## config.mk

```make
export PLATFORM = sky130hd
export DESIGN_NAME = gsm_ccch_burst_deinterleaver_unit
export DESIGN_NICKNAME = d
export VERILOG_FILES = /design/src/rtl/gccd_pkg.sv /design/src/rtl/gsm_ccch_burst_deinterleaver_unit.sv /design/src/rtl/gccd_front.sv /design/src/rtl/gccd_core.sv
export SDC_FILE = /design/constraint.sdc
export NUM_CORES = 1
export LEC_CHECK = 0
export BUFFER_PORTS_ARGS = -buffer_cell sky130_fd_sc_hd__buf_2
export CORE_MARGIN = 2
export CORE_UTILIZATION = 52
export CTS_BUF_LIST = sky130_fd_sc_hd__clkbuf_8
export DETAILED_ROUTE_END_ITERATION = 10
export PLACE_DENSITY = 0.69
export REMOVE_ABC_BUFFERS = 1
export SLEW_MARGIN = 10
export SYNTH_ARGS = -nofsm -noshare
export SYNTH_HDL_FRONTEND = slang
export SYNTH_SLANG_ARGS = --single-unit
```

## constraint.sdc

```tcl
create_clock -name clock -period 6.6 [get_ports clock]
set_input_delay 0.33 -clock clock [delete_from_list [all_inputs] [get_ports clock]]
set_output_delay 0.33 -clock clock [all_outputs]
set_load 0.005 [all_outputs]
```

## src/rtl/gccd_pkg.sv

```systemverilog
package gccd_pkg;

   // payload layout of one normal burst
   localparam int PAY_LEN       = 57;
   localparam int PAY_PER_BURST = 2 * PAY_LEN;
   localparam int FIRST_LO      = 3;
   localparam int SECOND_LO     = 88;
   localparam int STEP_MUL      = 49;
   localparam int BURSTS        = 4;
   localparam int CODED_LEN     = BURSTS * PAY_PER_BURST;
   localparam int NUM_WORDS     = CODED_LEN / PAY_LEN;

   localparam int FRAME_W = 22;
   localparam int POS_W   = 8;
   localparam int HELD_W  = $clog2(BURSTS);
   localparam int ADDR_W  = $clog2(CODED_LEN);
   localparam int MOD_W   = $clog2(PAY_LEN);
   localparam int IDX_W   = $clog2(NUM_WORDS);
   localparam int PHASE_W = $clog2(2 * BURSTS);

   // result kinds
   localparam logic [1:0] ST_DATA   = 2'd0;
   localparam logic [1:0] ST_GAP    = 2'd1;
   localparam logic [1:0] ST_OFFSET = 2'd2;

   // one write into the payload store
   typedef struct packed {
      logic              en;
      logic [ADDR_W-1:0] addr;
      logic              data;
   } wr_type;

   // per-transfer events from the burst checker
   typedef struct packed {
      logic               drop;
      logic [1:0]         code;
      logic               done;
      logic [FRAME_W-1:0] first_frame;
   } evt_type;

   // start of a burst's payload area in the store
   function automatic logic [ADDR_W-1:0] burst_base(input logic [HELD_W-1:0] burst);
      return ADDR_W'(burst) * ADDR_W'(PAY_PER_BURST);
   endfunction

endpackage

```

## src/rtl/gsm_ccch_burst_deinterleaver_unit.sv

```systemverilog
// a burst bit causes no result unless it completes a block or fails a check
// a failed check reports one result in the cycle after the transfer
// a completing bit starts the readout of the 57-bit words, bound by one store read a cycle
// a word waits in the emit state while the output stalls; no input is taken until the readout ends
// synchronous active-high reset clears the front counters, the sequencer state and flags; store contents stay undefined
module gsm_ccch_burst_deinterleaver_unit
   import gccd_pkg::*;
(
   input  logic        clock,
   input  logic        reset,
   input  logic        req_tvalid,
   output logic        req_tready,
   input  logic [31:0] req_tdata,   // tdma_frame[21:0], slot_offset[23:22], burst_bit[24]
   input  logic        req_tlast,
   output logic        rsp_tvalid,
   input  logic        rsp_tready,
   output logic [87:0] rsp_tdata,   // word_index[2:0], coded_bits[59:3], block_frame[81:60]
   output logic [1:0]  rsp_tuser,   // status[1:0]
   output logic        rsp_tlast
);

   wr_type              wr;
   evt_type             evt;
   logic                core_ready;
   logic                take;
   logic [IDX_W-1:0]    rsp_index;
   logic [PAY_LEN-1:0]  rsp_bits;
   logic [FRAME_W-1:0]  rsp_frame;

   assign req_tready = core_ready;
   assign take       = req_tvalid && core_ready;

   gccd_front u_front (
      .clock        (clock),
      .reset        (reset),
      .take         (take),
      .tdma_frame   (req_tdata[21:0]),
      .slot_offset  (req_tdata[23:22]),
      .burst_bit    (req_tdata[24]),
      .bit_last     (req_tlast),
      .wr           (wr),
      .evt          (evt)
   );

   gccd_core u_core (
      .clock      (clock),
      .reset      (reset),
      .wr         (wr),
      .evt        (evt),
      .ready      (core_ready),
      .rsp_valid  (rsp_tvalid),
      .rsp_ready  (rsp_tready),
      .rsp_status (rsp_tuser),
      .rsp_index  (rsp_index),
      .rsp_bits   (rsp_bits),
      .rsp_frame  (rsp_frame),
      .rsp_last   (rsp_tlast)
   );

   // result transfer packing
   assign rsp_tdata = {6'd0, rsp_frame, rsp_bits, rsp_index};

endmodule

```

## src/rtl/gccd_front.sv

```systemverilog
module gccd_front
   import gccd_pkg::*;
(
   input  logic               clock,
   input  logic               reset,
   input  logic               take,
   input  logic [FRAME_W-1:0] tdma_frame,
   input  logic [1:0]         slot_offset,
   input  logic               burst_bit,
   input  logic               bit_last,
   output wr_type             wr,
   output evt_type            evt
);

   localparam logic [POS_W-1:0]  POS_MAX    = {POS_W{1'b1}};
   localparam logic [POS_W-1:0]  LO_A       = POS_W'(FIRST_LO);
   localparam logic [POS_W-1:0]  HI_A       = POS_W'(FIRST_LO + PAY_LEN);
   localparam logic [POS_W-1:0]  LO_B       = POS_W'(SECOND_LO);
   localparam logic [POS_W-1:0]  HI_B       = POS_W'(SECOND_LO + PAY_LEN);
   localparam logic [ADDR_W-1:0] SHIFT_B    = ADDR_W'(SECOND_LO - PAY_LEN);
   localparam logic [HELD_W-1:0] HELD_LAST  = HELD_W'(BURSTS - 1);

   logic [POS_W-1:0]   pos_ff, pos_in;
   logic [HELD_W-1:0]  held_ff, held_in;
   logic [FRAME_W-1:0] prev_ff, prev_in;
   logic [FRAME_W-1:0] first_ff, first_in;
   logic               drop_ff, drop_in;

   logic               start;
   logic               gap_fail;
   logic               off_fail;
   logic               dropping;
   logic [ADDR_W-1:0]  base;

   // burst header checks at the first bit
   assign start    = (pos_ff == '0);
   assign gap_fail = start && (held_ff != '0) &&
                     (({1'b0, prev_ff} + (FRAME_W+1)'(1)) != {1'b0, tdma_frame});
   assign off_fail = start && !gap_fail && (slot_offset != held_ff);
   assign dropping = start ? (gap_fail || off_fail) : drop_ff;
   assign base     = burst_base(held_ff);

   // payload write address
   always_comb begin
      wr.en   = 1'b0;
      wr.addr = base;
      wr.data = burst_bit;
      if (take && !dropping) begin
         if (pos_ff >= LO_A && pos_ff < HI_A) begin
            wr.en   = 1'b1;
            wr.addr = base + ADDR_W'(pos_ff) - ADDR_W'(FIRST_LO);
         end else if (pos_ff >= LO_B && pos_ff < HI_B) begin
            wr.en   = 1'b1;
            wr.addr = base + ADDR_W'(pos_ff) - SHIFT_B;
         end
      end
   end

   // events for the readout side
   always_comb begin
      evt.drop        = take && (gap_fail || off_fail);
      evt.code        = gap_fail ? ST_GAP : ST_OFFSET;
      evt.done        = take && bit_last && !dropping && (held_ff == HELD_LAST);
      evt.first_frame = first_ff;
   end

   // burst bookkeeping
   always_comb begin
      pos_in   = pos_ff;
      held_in  = held_ff;
      prev_in  = prev_ff;
      first_in = first_ff;
      drop_in  = drop_ff;
      if (take) begin
         if (start) begin
            if (gap_fail || off_fail) begin
               held_in = '0;
               drop_in = 1'b1;
            end else begin
               drop_in = 1'b0;
               prev_in = tdma_frame;
               if (held_ff == '0) begin
                  first_in = tdma_frame;
               end
            end
         end
         if (bit_last) begin
            pos_in  = '0;
            drop_in = 1'b0;
            if (!dropping) begin
               held_in = held_ff + HELD_W'(1);
            end
         end else if (pos_ff != POS_MAX) begin
            pos_in = pos_ff + POS_W'(1);
         end
      end
   end

   always_ff @(posedge clock) begin
      if (reset) begin
         pos_ff   <= '0;
         held_ff  <= '0;
         prev_ff  <= '0;
         first_ff <= '0;
         drop_ff  <= 1'b0;
      end else begin
         pos_ff   <= pos_in;
         held_ff  <= held_in;
         prev_ff  <= prev_in;
         first_ff <= first_in;
         drop_ff  <= drop_in;
      end
   end

endmodule

```

## src/rtl/gccd_core.sv

```systemverilog
module gccd_core
   import gccd_pkg::*;
(
   input  logic                clock,
   input  logic                reset,
   input  wr_type              wr,
   input  evt_type             evt,
   output logic                ready,
   output logic                rsp_valid,
   input  logic                rsp_ready,
   output logic [1:0]          rsp_status,
   output logic [IDX_W-1:0]    rsp_index,
   output logic [PAY_LEN-1:0]  rsp_bits,
   output logic [FRAME_W-1:0]  rsp_frame,
   output logic                rsp_last
);

   localparam logic [1:0] S_IDLE  = 2'd0;
   localparam logic [1:0] S_READ  = 2'd1;
   localparam logic [1:0] S_DRAIN = 2'd2;
   localparam logic [1:0] S_EMIT  = 2'd3;

   localparam logic [MOD_W-1:0] BIT_LAST  = MOD_W'(PAY_LEN - 1);
   localparam logic [IDX_W-1:0] WORD_LAST = IDX_W'(NUM_WORDS - 1);

   logic                mem [CODED_LEN];
   logic                rd_data_ff;
   logic                rd_en;
   logic [ADDR_W-1:0]   rd_addr;

   logic [1:0]          state_ff, state_in;
   logic [PHASE_W-1:0]  phase_ff, phase_in;
   logic [MOD_W-1:0]    m_ff, m_in;
   logic [MOD_W-1:0]    i_ff, i_in;
   logic [IDX_W-1:0]    w_ff, w_in;
   logic                pend_ff;
   logic [PAY_LEN-1:0]  shift_ff;
   logic [FRAME_W-1:0]  bf_ff, bf_in;

   logic                out_valid_ff, out_valid_in;
   logic [1:0]          out_status_ff, out_status_in;
   logic [IDX_W-1:0]    out_index_ff, out_index_in;
   logic [PAY_LEN-1:0]  out_bits_ff, out_bits_in;
   logic [FRAME_W-1:0]  out_frame_ff, out_frame_in;
   logic                out_last_ff, out_last_in;

   logic                out_free;
   logic [MOD_W:0]      m_sum;

   // payload store, one write and one registered read per cycle
   always_ff @(posedge clock) begin
      if (wr.en) begin
         mem[wr.addr] <= wr.data;
      end
      if (rd_en) begin
         rd_data_ff <= mem[rd_addr];
      end
   end

   // source address of coded bit k: burst k mod 4, index 2*(49k mod 57) + (k mod 8)/4
   assign rd_en   = (state_ff == S_READ);
   assign rd_addr = burst_base(phase_ff[HELD_W-1:0]) + ADDR_W'({m_ff, 1'b0}) +
                    ADDR_W'(phase_ff[PHASE_W-1]);
   assign m_sum   = {1'b0, m_ff} + (MOD_W+1)'(STEP_MUL);

   assign out_free = !out_valid_ff || rsp_ready;
   assign ready    = (state_ff == S_IDLE) && out_free;

   // readout sequencer and output register
   always_comb begin
      state_in      = state_ff;
      phase_in      = phase_ff;
      m_in          = m_ff;
      i_in          = i_ff;
      w_in          = w_ff;
      bf_in         = bf_ff;
      out_valid_in  = out_valid_ff && !rsp_ready;
      out_status_in = out_status_ff;
      out_index_in  = out_index_ff;
      out_bits_in   = out_bits_ff;
      out_frame_in  = out_frame_ff;
      out_last_in   = out_last_ff;
      unique case (state_ff)
         S_IDLE: begin
            if (evt.done) begin
               state_in = S_READ;
               phase_in = '0;
               m_in     = '0;
               i_in     = '0;
               w_in     = '0;
               bf_in    = evt.first_frame;
            end else if (evt.drop) begin
               out_valid_in  = 1'b1;
               out_status_in = evt.code;
               out_index_in  = '0;
               out_bits_in   = '0;
               out_frame_in  = '0;
               out_last_in   = 1'b1;
            end
         end
         S_READ: begin
            phase_in = phase_ff + PHASE_W'(1);
            m_in     = (m_sum >= (MOD_W+1)'(PAY_LEN)) ?
                       MOD_W'(m_sum - (MOD_W+1)'(PAY_LEN)) : MOD_W'(m_sum);
            if (i_ff == BIT_LAST) begin
               i_in     = '0;
               state_in = S_DRAIN;
            end else begin
               i_in = i_ff + MOD_W'(1);
            end
         end
         S_DRAIN: begin
            state_in = S_EMIT;
         end
         S_EMIT: begin
            if (out_free) begin
               out_valid_in  = 1'b1;
               out_status_in = ST_DATA;
               out_index_in  = w_ff;
               out_bits_in   = shift_ff;
               out_frame_in  = bf_ff;
               out_last_in   = (w_ff == WORD_LAST);
               if (w_ff == WORD_LAST) begin
                  state_in = S_IDLE;
               end else begin
                  w_in     = w_ff + IDX_W'(1);
                  state_in = S_READ;
               end
            end
         end
         default: state_in = S_IDLE;
      endcase
   end

   // word assembly, first read bit ends up in the lsb
   always_ff @(posedge clock) begin
      if (pend_ff) begin
         shift_ff <= {rd_data_ff, shift_ff[PAY_LEN-1:1]};
      end
   end

   always_ff @(posedge clock) begin
      if (reset) begin
         state_ff     <= S_IDLE;
         pend_ff      <= 1'b0;
         out_valid_ff <= 1'b0;
      end else begin
         state_ff     <= state_in;
         pend_ff      <= rd_en;
         out_valid_ff <= out_valid_in;
      end
   end

   always_ff @(posedge clock) begin
      phase_ff      <= phase_in;
      m_ff          <= m_in;
      i_ff          <= i_in;
      w_ff          <= w_in;
      bf_ff         <= bf_in;
      out_status_ff <= out_status_in;
      out_index_ff  <= out_index_in;
      out_bits_ff   <= out_bits_in;
      out_frame_ff  <= out_frame_in;
      out_last_ff   <= out_last_in;
   end

   assign rsp_valid  = out_valid_ff;
   assign rsp_status = out_status_ff;
   assign rsp_index  = out_index_ff;
   assign rsp_bits   = out_bits_ff;
   assign rsp_frame  = out_frame_ff;
   assign rsp_last   = out_last_ff;

   // a drop report is always a single-result run
   a_drop_last: assert property (@(posedge clock) disable iff (reset)
      out_valid_ff && (out_status_ff != ST_DATA) |-> out_last_ff)
      else $error("drop result without run end");

   // a data run ends exactly at the last word
   a_word_last: assert property (@(posedge clock) disable iff (reset)
      out_valid_ff && (out_status_ff == ST_DATA) |-> (out_last_ff == (out_index_ff == WORD_LAST)))
      else $error("data run end at wrong word");

   // reads stay inside the store
   a_rd_range: assert property (@(posedge clock) disable iff (reset)
      rd_en |-> (rd_addr < ADDR_W'(CODED_LEN)))
      else $error("read address beyond store");

   // checker events only arrive while the sequencer is idle
   a_evt_idle: assert property (@(posedge clock) disable iff (reset)
      (evt.done || evt.drop || wr.en) |-> (state_ff == S_IDLE))
      else $error("input transfer during readout");

   // a word is loaded only after its final read has been collected
   a_emit_order: assert property (@(posedge clock) disable iff (reset)
      (state_ff == S_EMIT) |-> $past(state_ff == S_DRAIN) || $past(state_ff == S_EMIT))
      else $error("emit without drain");

endmodule
```

==> results.tsv, run 1 <==
stage	metric	value	unit
die	Die ar.	64980	um^2
routing	Vias	20550	
die	Die W	254.9	um
synthesis	register area share after synthesis	62.22	%
sta	unrepaired setup endpoints after global routing	no	
routing	DRC viols	0	
synthesis	Synth Instances	2277	
sta	max-slew violation count	0	
sta	hold_ws	0.1774	ns
synthesis	Mapped Area	32740	um^2
synthesis	Yosys warnings	0	
clock_network	TritonCTS clock tree	yes	
synthesis	mean area per synthesized cell	14.38	um^2
setup_path	CP required	7.01	ns
pwr	VDD IR-drop max	0.1744	mV
clock_network	Worst-path clk slew	0.06	ns
clock_network	clk root buf	clkbuf_8	
die	# IOs	130	
synthesis	top post-synthesis cells by area	edfxtp_1 (59%), mux4_2 (10%), nor4_1 (6.0%)	
routing	drt via density	6.300	
setup_path	Setup crit end kind	flop	
clock_network	total clock sinks	698	
sta	setup ws final	1.003	ns
synthesis	number of library cell types mapped by synthesis	81	
clock_network	CTS buffer count	112	
grt	Tot GR Track Use	23.37	%
die	Core Footprint	61940	um^2
synthesis	leading post-synthesis cells by instance count	edfxtp_1 (639), nor4_1 (313), mux4_2 (147)	
clock_network	Clock Path Buffers	3	
placement	Port-buffer cells	116	
sta	crit path time final	5.597	ns
synthesis	ys flop type	edfxtp_1	
finish	fraction of final layout cells sized beyond drive strength 1	23.81	%
setup_path	CP arrival	6.01	ns
synthesis	post-synth top area share	58.61	%
clock_network	clock latency on the worst-skew pair	0.73	ns
sta	setup TNS	0	ns
routing	drt total wl	75.11	mm
synthesis	Synth area leader	edfxtp_1	
die	FP Rows	91	
grt	largest net degree at the start of global routing	290	
setup_path	CP startpoint kind	flop	
clock_network	post-CTS sizing	0	
setup_path	critical path peak fanout	70	
hold_path	Hold Crit Class	primary input to flop	
sta	fmax	178.7	MHz
placement	Place WS	1.217	ns
grt	vias in the first global route	20350	
routing	First-pass DRT Iterations	5	
finish	Area Overhead vs Synth	10.71	%
pwr	LEAKAGE	11.35	nW
sta	worst rel slew slack	17.16	%
sta	final number of setup-violating endpoints	0	
pwr	Pwr per Cell Area	245.4	nW/um^2
synthesis	synthesized flop and latch total	698	
flow_run	maxcap violations	0	
routing	antenna-violating nets left	0	
synthesis	share of flip-flops with an asynchronous set or reset	0	%
die	Die Height	254.9	um
routing	post-DR wirelength/cell	23.03	um
finish	Final Net Count	2398	
grt	global-route wire length before repair	117.0	mm
grt	total grt overflow	0	
sta	Worst-Margin Slew	1.243	ns
clock_network	H-tree depth	3	
sta	Final Hold Vio Count	0	
die	Starting Density	52.86	%
setup_path	critical path class	flop to flop	
clock_network	Post-CTS Setup Repair Bufs	0	
synthesis	most frequent cell after synthesis	edfxtp_1	
sta	period utilization	84.80	%
setup_path	r2r setup slk	1.00	ns
routing	drt initial violations	2252	
clock_network	cts hold-fix bufs	24	
placement	Final HPWL DP	39.34	mm
synthesis	EDFF count, synth	639	
status	status	complete, no violations	
grt	initial antenna violation count	1	
finish	Layout fillers	4825	
sta	Worst Skew	0.03066	ns
placement	Final Wtd Congestion	0.8591	
kinds of logic (layout without fill, tap and decap cells):
logic type | count (synthesis) | in the layout | share of synthesized area [%]
simple gates | 846 | 846 | 16.31
flops | 698 | 698 | 62.22
buf+inv | 288 | 429 | 4.047
mux | 181 | 181 | 11.16
compound gates | 175 | 175 | 3.493
xor+xnor | 56 | 56 | 1.498
fa+ha+maj | 32 | 32 | 1.269
other cells | 1 | 7 | 0.01145
layer usage:
layer	GRT usage (%)	part of all wire, %	vias up
met4	8.204	2.6	0
li1	-	-	9225
met2	38.49	49	790
met1	31.69	41	10390
met5	0	0	-
met3	3.844	6.9	141
flip-flops by register name, indices dropped and copies added (netlist names), 2 cells and up:
| name | cells |
|---|---|
| u_core.mem | 456 |
| u_core.rsp_bits | 57 |
| u_core.shift_ff | 57 |
| u_core.bf_ff | 22 |
| u_core.rsp_frame | 22 |
| u_front.first_ff | 22 |
| u_front.prev_ff | 22 |
| u_front.pos_ff | 8 |
| u_core.i_ff | 6 |
| u_core.m_ff | 6 |
| u_core.phase_ff | 3 |
| u_core.rsp_index | 3 |
| u_core.w_ff | 3 |
| u_core.rsp_status | 2 |
| u_core.state_ff | 2 |
| u_front.held_ff | 2 |
worst paths after layout:
check | endpoint | startpoint | depth (start not counted)
worst min-delay path | u_core.mem[175] | req_tdata[24] | 1
worst max register to register | u_core.mem[319] | u_front.held_ff[0] | 13
worst min register to register | u_core.bf_ff[18] | u_front.first_ff[18] | 0
worst max-delay path | u_core.mem[319] | u_front.held_ff[0] | 13
cell type report:
class	instances	area (um^2)	area share, %
Sequential cell	698	20370	56.20
Multi-Input combinational cell	1296	11230	30.99
Clock buffer	116	1597	4.405
Timing Repair Buffer	196	1351	3.728
Tap cell	837	1047	2.889
Clock inverter	92	550.5	1.519
Inverter	25	93.84	0.2589
Antenna cell	1	2.502	0.006904
where the power goes:
group / internal, mW / switching, mW
Combinational: 0.116 / 0.338
Sequential: 4.87 / 0.0256
Clock: 1.81 / 1.74
per-stage QoR:
stage	power (mW)	utilization (%)	instances	cell area, um^2
global route	9.195	58.52	3261	36240
global placement	5.413	54.66	3028	33860
CTS	8.965	58.51	3260	36240
finish	8.896	58.52	3261	36240
detailed placement	5.430	54.66	3028	33860
floorplan	5.211	-	2019	31530
layout by cell type (no fill, tap or decap), types with 58 or more instances in the layout:
cell type	n
a21oi_1	62
dfxtp_1	58
clkbuf_8	116
nor2_1	67
mux4_2	147
edfxtp_1	639
buf_2	115
nor3_1	82
nand2_1	92
nor4_1	313
nor4_2	78
and2_1	91
critical path, stage by stage (launching register included):
cell       delay [ns]
dfxtp_1          0.74
inv_1            0.28
ha_1             0.38
inv_1            0.25
ha_1             0.37
or2_2            0.33
a2111oi_0        0.39
a311oi_1         0.15
o21ai_0          0.20
a21oi_1          0.10
nor2_1           0.43
o32a_2           1.07
buf_12           0.40
nor4_1           0.14
Note: power is estimated with default switching activity, not from simulation.
==> run 2: changes to the inputs <==
==> constraint.sdc (replaced) <==
create_clock -name clock -period 5.5 [get_ports clock]
set_input_delay 0.275 -clock clock [delete_from_list [all_inputs] [get_ports clock]]
set_output_delay 0.275 -clock clock [all_outputs]
set_load 0.005 [all_outputs]
==> run 2 against run 1 <==
  * Worst hold slack lost 0.083 ns
  * Global-route usage decreased by 0.34 points
  * First-iteration DRC count is 12% lower
  * Critical path depth fell by 2
  * Worst setup slack worse by 0.48 ns
  * Flip-flop and latch count did not move
  * Combinational power up 24%
  * Critical endpoint is now u_core.mem[107]
  * Largest cell class unchanged
  * Highest routed layer unchanged
==> results.tsv, run 2 (synthesized netlist as in run 1, its figures left out) <==
stage	metric	value	unit	change
grt	global-route wire length before repair	115.3	mm	-1.5%
sta	period utilization	90.53	%	+5.7 points
grt	vias in the first global route	20220		-0.63%
placement	Final Wtd Congestion	0.8243		-4.1%
clock_network	clock latency on the worst-skew pair	0.73	ns	about the same
grt	Tot GR Track Use	23.03	%	-0.34 points
setup_path	CP required	5.93	ns	-1.08 ns
die	Die W	254.9	um	unchanged
finish	most frequent cells in the layout	edfxtp_1 (639), nor4_1 (313), mux4_2 (147)		
die	Starting Density	52.86	%	unchanged
flow_run	maxcap violations	0		unchanged
setup_path	CP arrival	5.41	ns	-0.60 ns
die	Die Height	254.9	um	unchanged
placement	Final HPWL DP	40.03	mm	+1.7%
clock_network	H-tree depth	3		unchanged
routing	drt total wl	74.09	mm	-1.4%
grt	largest net degree at the start of global routing	289		-0.34%
sta	Final Hold Vio Count	0		unchanged
sta	max-slew violation count	0		unchanged
grt	total grt overflow	0		unchanged
pwr	Pwr per Cell Area	293.9	nW/um^2	+20%
clock_network	Worst-path clk slew	0.06	ns	about the same
finish	Final Net Count	2409		+0.46%
finish	Post-Layout Cell Count	3267		+0.18%
finish	most common cell after layout, fill and taps aside	edfxtp_1		
die	Die ar.	64980	um^2	unchanged
sta	Worst Skew	0.03545	ns	+0.004785 ns
sta	unrepaired setup endpoints after global routing	no		
setup_path	CP startpoint kind	flop		
finish	Layout fillers	4789		-0.75%
grt	initial antenna violation count	1		unchanged
die	FP Rows	91		unchanged
pwr	LEAKAGE	11.49	nW	+1.2%
finish	Area Overhead vs Synth	11.38	%	
finish	Biggest register	u_core.mem		
clock_network	CTS buffer count	111		-0.89%
clock_network	Clock Path Buffers	3		unchanged
clock_network	clk root buf	clkbuf_8		
routing	antenna-violating nets left	0		unchanged
setup_path	critical path peak fanout	112		+60%
clock_network	post-CTS sizing	0		unchanged
status	status	complete, no violations		
routing	Vias	20460		-0.41%
finish	Largest register FFs	456		unchanged
setup_path	critical path class	flop to flop		
pwr	VDD IR-drop max	0.1555	mV	-11%
setup_path	Setup crit end kind	flop		
sta	worst rel slew slack	20.88	%	+3.7 points
routing	First-pass DRT Iterations	7		+2
sta	crit path time final	4.979	ns	-0.6175 ns
routing	DRC viols	0		unchanged
routing	post-DR wirelength/cell	22.68	um	-1.5%
clock_network	Post-CTS Setup Repair Bufs	0		unchanged
hold_path	Hold Crit Class	primary input to flop		
routing	drt initial violations	1985		-12%
pwr	Design Power	10.72	mW	+20%
placement	placed cells	3039		+0.36%
sta	Worst-Margin Slew	1.187	ns	-0.05583 ns
finish	fraction of final layout cells sized beyond drive strength 1	24.17	%	+0.35 points
die	# IOs	130		unchanged
sta	final number of setup-violating endpoints	0		unchanged
sta	fmax	200.8	MHz	+12%
routing	drt via density	6.263		-0.60%
clock_network	total clock sinks	698		unchanged
placement	Port-buffer cells	116		unchanged
die	Core Footprint	61940	um^2	unchanged
clock_network	TritonCTS clock tree	yes		
finish	area occupied by registers	20370	um^2	unchanged
finish	multi-input logic area	11230	um^2	unchanged
==> run 2: cell types whose count changed in the layout (fill, tap and decap cells not counted), sizes merged <==
cell	delta
inv	+5
buf	+12
clkbuf	+5
clkinv	-13
clkinvlp	-3
==> run 2: cell type report <==
type	count	share of cell area, %
clock buffers	121	4.567
diodes	1	0.006862
inverters	25	0.2573
multi-input cells	1296	30.80
well taps	837	2.872
clock inverters	81	1.314
repair buffers	208	4.316
flip-flops and latches	698	55.86
==> run 2: per-layer routing <==
metal / vias to the layer above / GRT usage (%) / share of wire, %
met5: - / 0 / 0
met4: 0 / 6.650 / 1.8
met3: 111 / 4.129 / 6.3
met2: 714 / 38.88 / 50
met1: 10370 / 30.74 / 42
li1: 9268 / - / -
==> run 2: metrics by stage <==
step	instance area, um^2	setup slack (ns)	hold WS (ns)	setup TNS (ns)	util, %
4_1_cts	36430	0.5191	0.1133	0	58.82
2_1_floorplan	31530	-7.783	0.3417	-1844.33	-
5_1_grt	36470	0.2209	0.1484	0	58.87
3_3_place_gp	34050	0.6953	0.4123	0	54.97
3_5_place_dp	34050	0.5846	0.4170	0	54.97
6_report	36470	0.5208	0.09424	0	58.87
==> run 2: worst paths after layout <==
path | from | to | slack, ns | depth (start not counted)
worst min register to register | u_front.first_ff[14] | u_core.bf_ff[14] | 0.43 | 0
worst min-delay path | req_tdata[24] | u_core.mem[78] | 0.09 | 1
worst max register to register | u_front.prev_ff[0] | u_core.mem[107] | 0.52 | 11
worst max-delay path | u_front.prev_ff[0] | u_core.mem[107] | 0.52 | 11
==> run 2: what timing repair did <==
item / CTS / global route
endpoints found under the setup margin: 0 / 0
hold buffers: 24 / 0
hold endpoints to repair: 50 / 0
==> run 2: power by group <==
part	internal, mW	switching [mW]	leakage, nW	total, mW
logic	0.150	0.411	3.94	0.561
registers	5.85	0.0285	6.32	5.87
clock network	2.22	2.06	1.23	4.28
==> run 2: critical path, stage by stage, from the launching register on <==
cell and delay [ns]:
dfxtp_1 0.44, ha_1 0.31, nand4_2 0.19, or3_4 0.45, or3_1 0.37, a211oi_2 0.36
nand3_2 0.16, or4_1 0.81, nand2_4 0.33, o31a_2 0.17, buf_4 0.88, nor4_1 0.14
==> run 3: changes to the inputs <==
--- a/config.mk
+++ b/config.mk
@@ -11,6 +11,7 @@
 export CTS_BUF_LIST = sky130_fd_sc_hd__clkbuf_8
 export DETAILED_ROUTE_END_ITERATION = 10
 export PLACE_DENSITY = 0.69
+export RECOVER_POWER = 100
 export REMOVE_ABC_BUFFERS = 1
 export SLEW_MARGIN = 10
 export SYNTH_ARGS = -nofsm -noshare
==> constraint.sdc (replaced) <==
create_clock -name clock -period 6.35 [get_ports clock]
set_input_delay 0.3175 -clock clock [delete_from_list [all_inputs] [get_ports clock]]
set_output_delay 0.3175 -clock clock [all_outputs]
set_load 0.005 [all_outputs]
==> run 3 against run 2 <==
  * Flip-flop and latch count did not move
  * Highest routed layer unchanged
  * The run now ends with capacitance limit, slew limit left
  * Maximum frequency fell by 12%
  * Cell area shrank 2.3%
  * Largest cell class unchanged
  * Sequential share of layout area increased by 1.3 points
  * Non-clock buffer count is 11 lower
==> results.tsv, run 3 (synthesized netlist as in run 1, its figures left out) <==
stage	metric	value	unit	change
status	status	finished, violations left		
status	violated checks	capacitance limit, slew limit		
pwr	LEAKAGE	11.03	nW	-4.1%
die	FP Rows	91		unchanged
clock_network	CTS buffer count	111		unchanged
finish	Largest register FFs	456		unchanged
pwr	Design Power	9.146	mW	-15%
sta	period utilization	89.31	%	-1.2 points
finish	most frequent cells in the layout	edfxtp_1 (639), nor4_1 (376), mux4_2 (147)		
sta	Worst Skew	0.03714	ns	+0.001695 ns
clock_network	H-tree depth	3		unchanged
placement	Final HPWL DP	39.69	mm	-0.83%
placement	Final Wtd Congestion	0.8229		-0.17%
routing	drt total wl	74.54	mm	+0.60%
grt	met1 global-route usage	31.15	%	+0.40 points
clock_network	Clock Path Buffers	3		unchanged
grt	Tot GR Track Use	22.87	%	-0.16 points
finish	Final Net Count	2398		-0.46%
grt	global-route met2 utilization	37.51	%	-1.4 points
setup_path	critical path class	flop to flop		
die	Die Height	254.9	um	unchanged
sta	final number of setup-violating endpoints	0		unchanged
clock_network	clk root buf	clkbuf_8		
sta	Worst-Margin Slew	3.504	ns	+2.317 ns
grt	largest net degree at the start of global routing	254		-12%
clock_network	Worst-path clk slew	0.06	ns	about the same
clock_network	total clock sinks	698		unchanged
placement	placed cell area	33910	um^2	-0.40%
die	# IOs	130		unchanged
finish	Area Overhead vs Synth	8.801	%	
grt	total grt overflow	0		unchanged
setup_path	CP startpoint kind	flop		
setup_path	critical path peak fanout	24		-79%
finish	Final Cell Area	35620	um^2	-2.3%
setup_path	Setup crit end kind	flop		
setup_path	CP required	6.76	ns	+0.83 ns
sta	Final Hold Vio Count	0		unchanged
clock_network	clock latency on the worst-skew pair	0.73	ns	about the same
grt	global-route layer with the greatest usage	met2		
routing	Vias	20460		+0.020%
finish	Biggest register	u_core.mem		
sta	unrepaired setup endpoints after global routing	no		
finish	fraction of final layout cells sized beyond drive strength 1	17.42	%	-6.7 points
flow_run	maxcap violations	5		+5
sta	crit path time final	5.671	ns	+0.6919 ns
routing	First-pass DRT Iterations	5		-2
die	Die W	254.9	um	unchanged
routing	drt via density	6.283		+0.33%
routing	antenna-violating nets left	0		unchanged
routing	drt initial violations	2041		+2.8%
sta	max-slew violation count	696		+696
hold_path	Hold Crit Class	primary input to flop		
die	Starting Density	52.86	%	unchanged
grt	global-route wire length before repair	114.1	mm	-1.0%
sta	worst rel slew slack	-133.6	%	-150 points
clock_network	post-CTS sizing	0		unchanged
setup_path	CP arrival	6.09	ns	+0.68 ns
placement	Port-buffer cells	116		unchanged
grt	initial antenna violation count	1		unchanged
finish	most common cell after layout, fill and taps aside	edfxtp_1		
sta	fmax	176.3	MHz	-12%
pwr	VDD IR-drop max	0.1806	mV	+16%
die	Die ar.	64980	um^2	unchanged
routing	DRC viols	0		unchanged
clock_network	TritonCTS clock tree	yes		
grt	M3 GR Usage	4.027	%	-0.10 points
grt	vias in the first global route	19930		-1.4%
sta	hold_ws	0.2779	ns	+0.1836 ns
routing	post-DR wirelength/cell	22.88	um	+0.91%
die	Core Footprint	61940	um^2	unchanged
pwr	Pwr per Cell Area	256.8	nW/um^2	-13%
==> run 3: per-layer routing <==
metal	vias up	part of all wire [%]	routed length, um
li1	9237	-	-
met1	10290	41	30760
met2	792	49	36510
met3	142	7.1	5283
met4	0	2.7	1979
met5	-	0	0
==> run 3: cell type report <==
type | count | area (um^2)
Antenna cell | 3 | 7.507
Clock buffer | 112 | 1541
Clock inverter | 89 | 525.5
Fill cell | 4989 | 26320
Inverter | 25 | 93.84
Multi-Input combinational cell | 1296 | 10790
Sequential cell | 698 | 20370
Tap cell | 837 | 1047
Timing Repair Buffer | 197 | 1247
==> run 3: critical path, stage by stage (launching register included) <==
cell      delay [ns]
dfxtp_1         0.57
inv_1           0.17
ha_1            0.23
nor3b_1         0.14
and3_1          0.27
and3_1          0.21
and2_0          0.67
nor2_1          0.94
nand2_1         0.67
nand4b_1        0.35
clkbuf_1        0.97
nor3_1          0.17
==> run 3: power by group <==
group	switching, mW	internal (mW)	total [mW]	leakage (nW)
logic	0.343	0.111	0.455	3.53
registers	0.0254	5.07	5.10	6.32
clock network	1.77	1.82	3.59	1.18
==> run 3: final timing paths <==
kind | from | depth (start not counted) | slack, ns | to
setup / recovery | u_front.pos_ff[0] | 11 | 0.68 | u_core.mem[435]
hold / removal | req_tdata[22] | 6 | 0.28 | u_front.drop_ff
setup reg to reg | u_front.pos_ff[0] | 11 | 0.68 | u_core.mem[435]
hold reg to reg | u_core.shift_ff[39] | 0 | 0.43 | u_core.shift_ff[38]
==> run 3: what timing repair did <==
action | in CTS | in global routing
hold endpoints to repair | 47 | 0
setup buffers | 0 | 0
hold buffers | 24 | 0
==> run 3: metrics by stage <==
step | TNS (ns) | utilization [%] | std cells | setup WS, ns
floorplan | -1475.67 | - | 2019 | -6.933
global placement | 0 | 54.75 | 3029 | 1.269
detailed placement | 0 | 54.75 | 3029 | 1.134
CTS | 0 | 58.48 | 3254 | 1.064
global route | 0 | 57.51 | 3257 | 0.3834
finish | 0 | 57.51 | 3257 | 0.6790
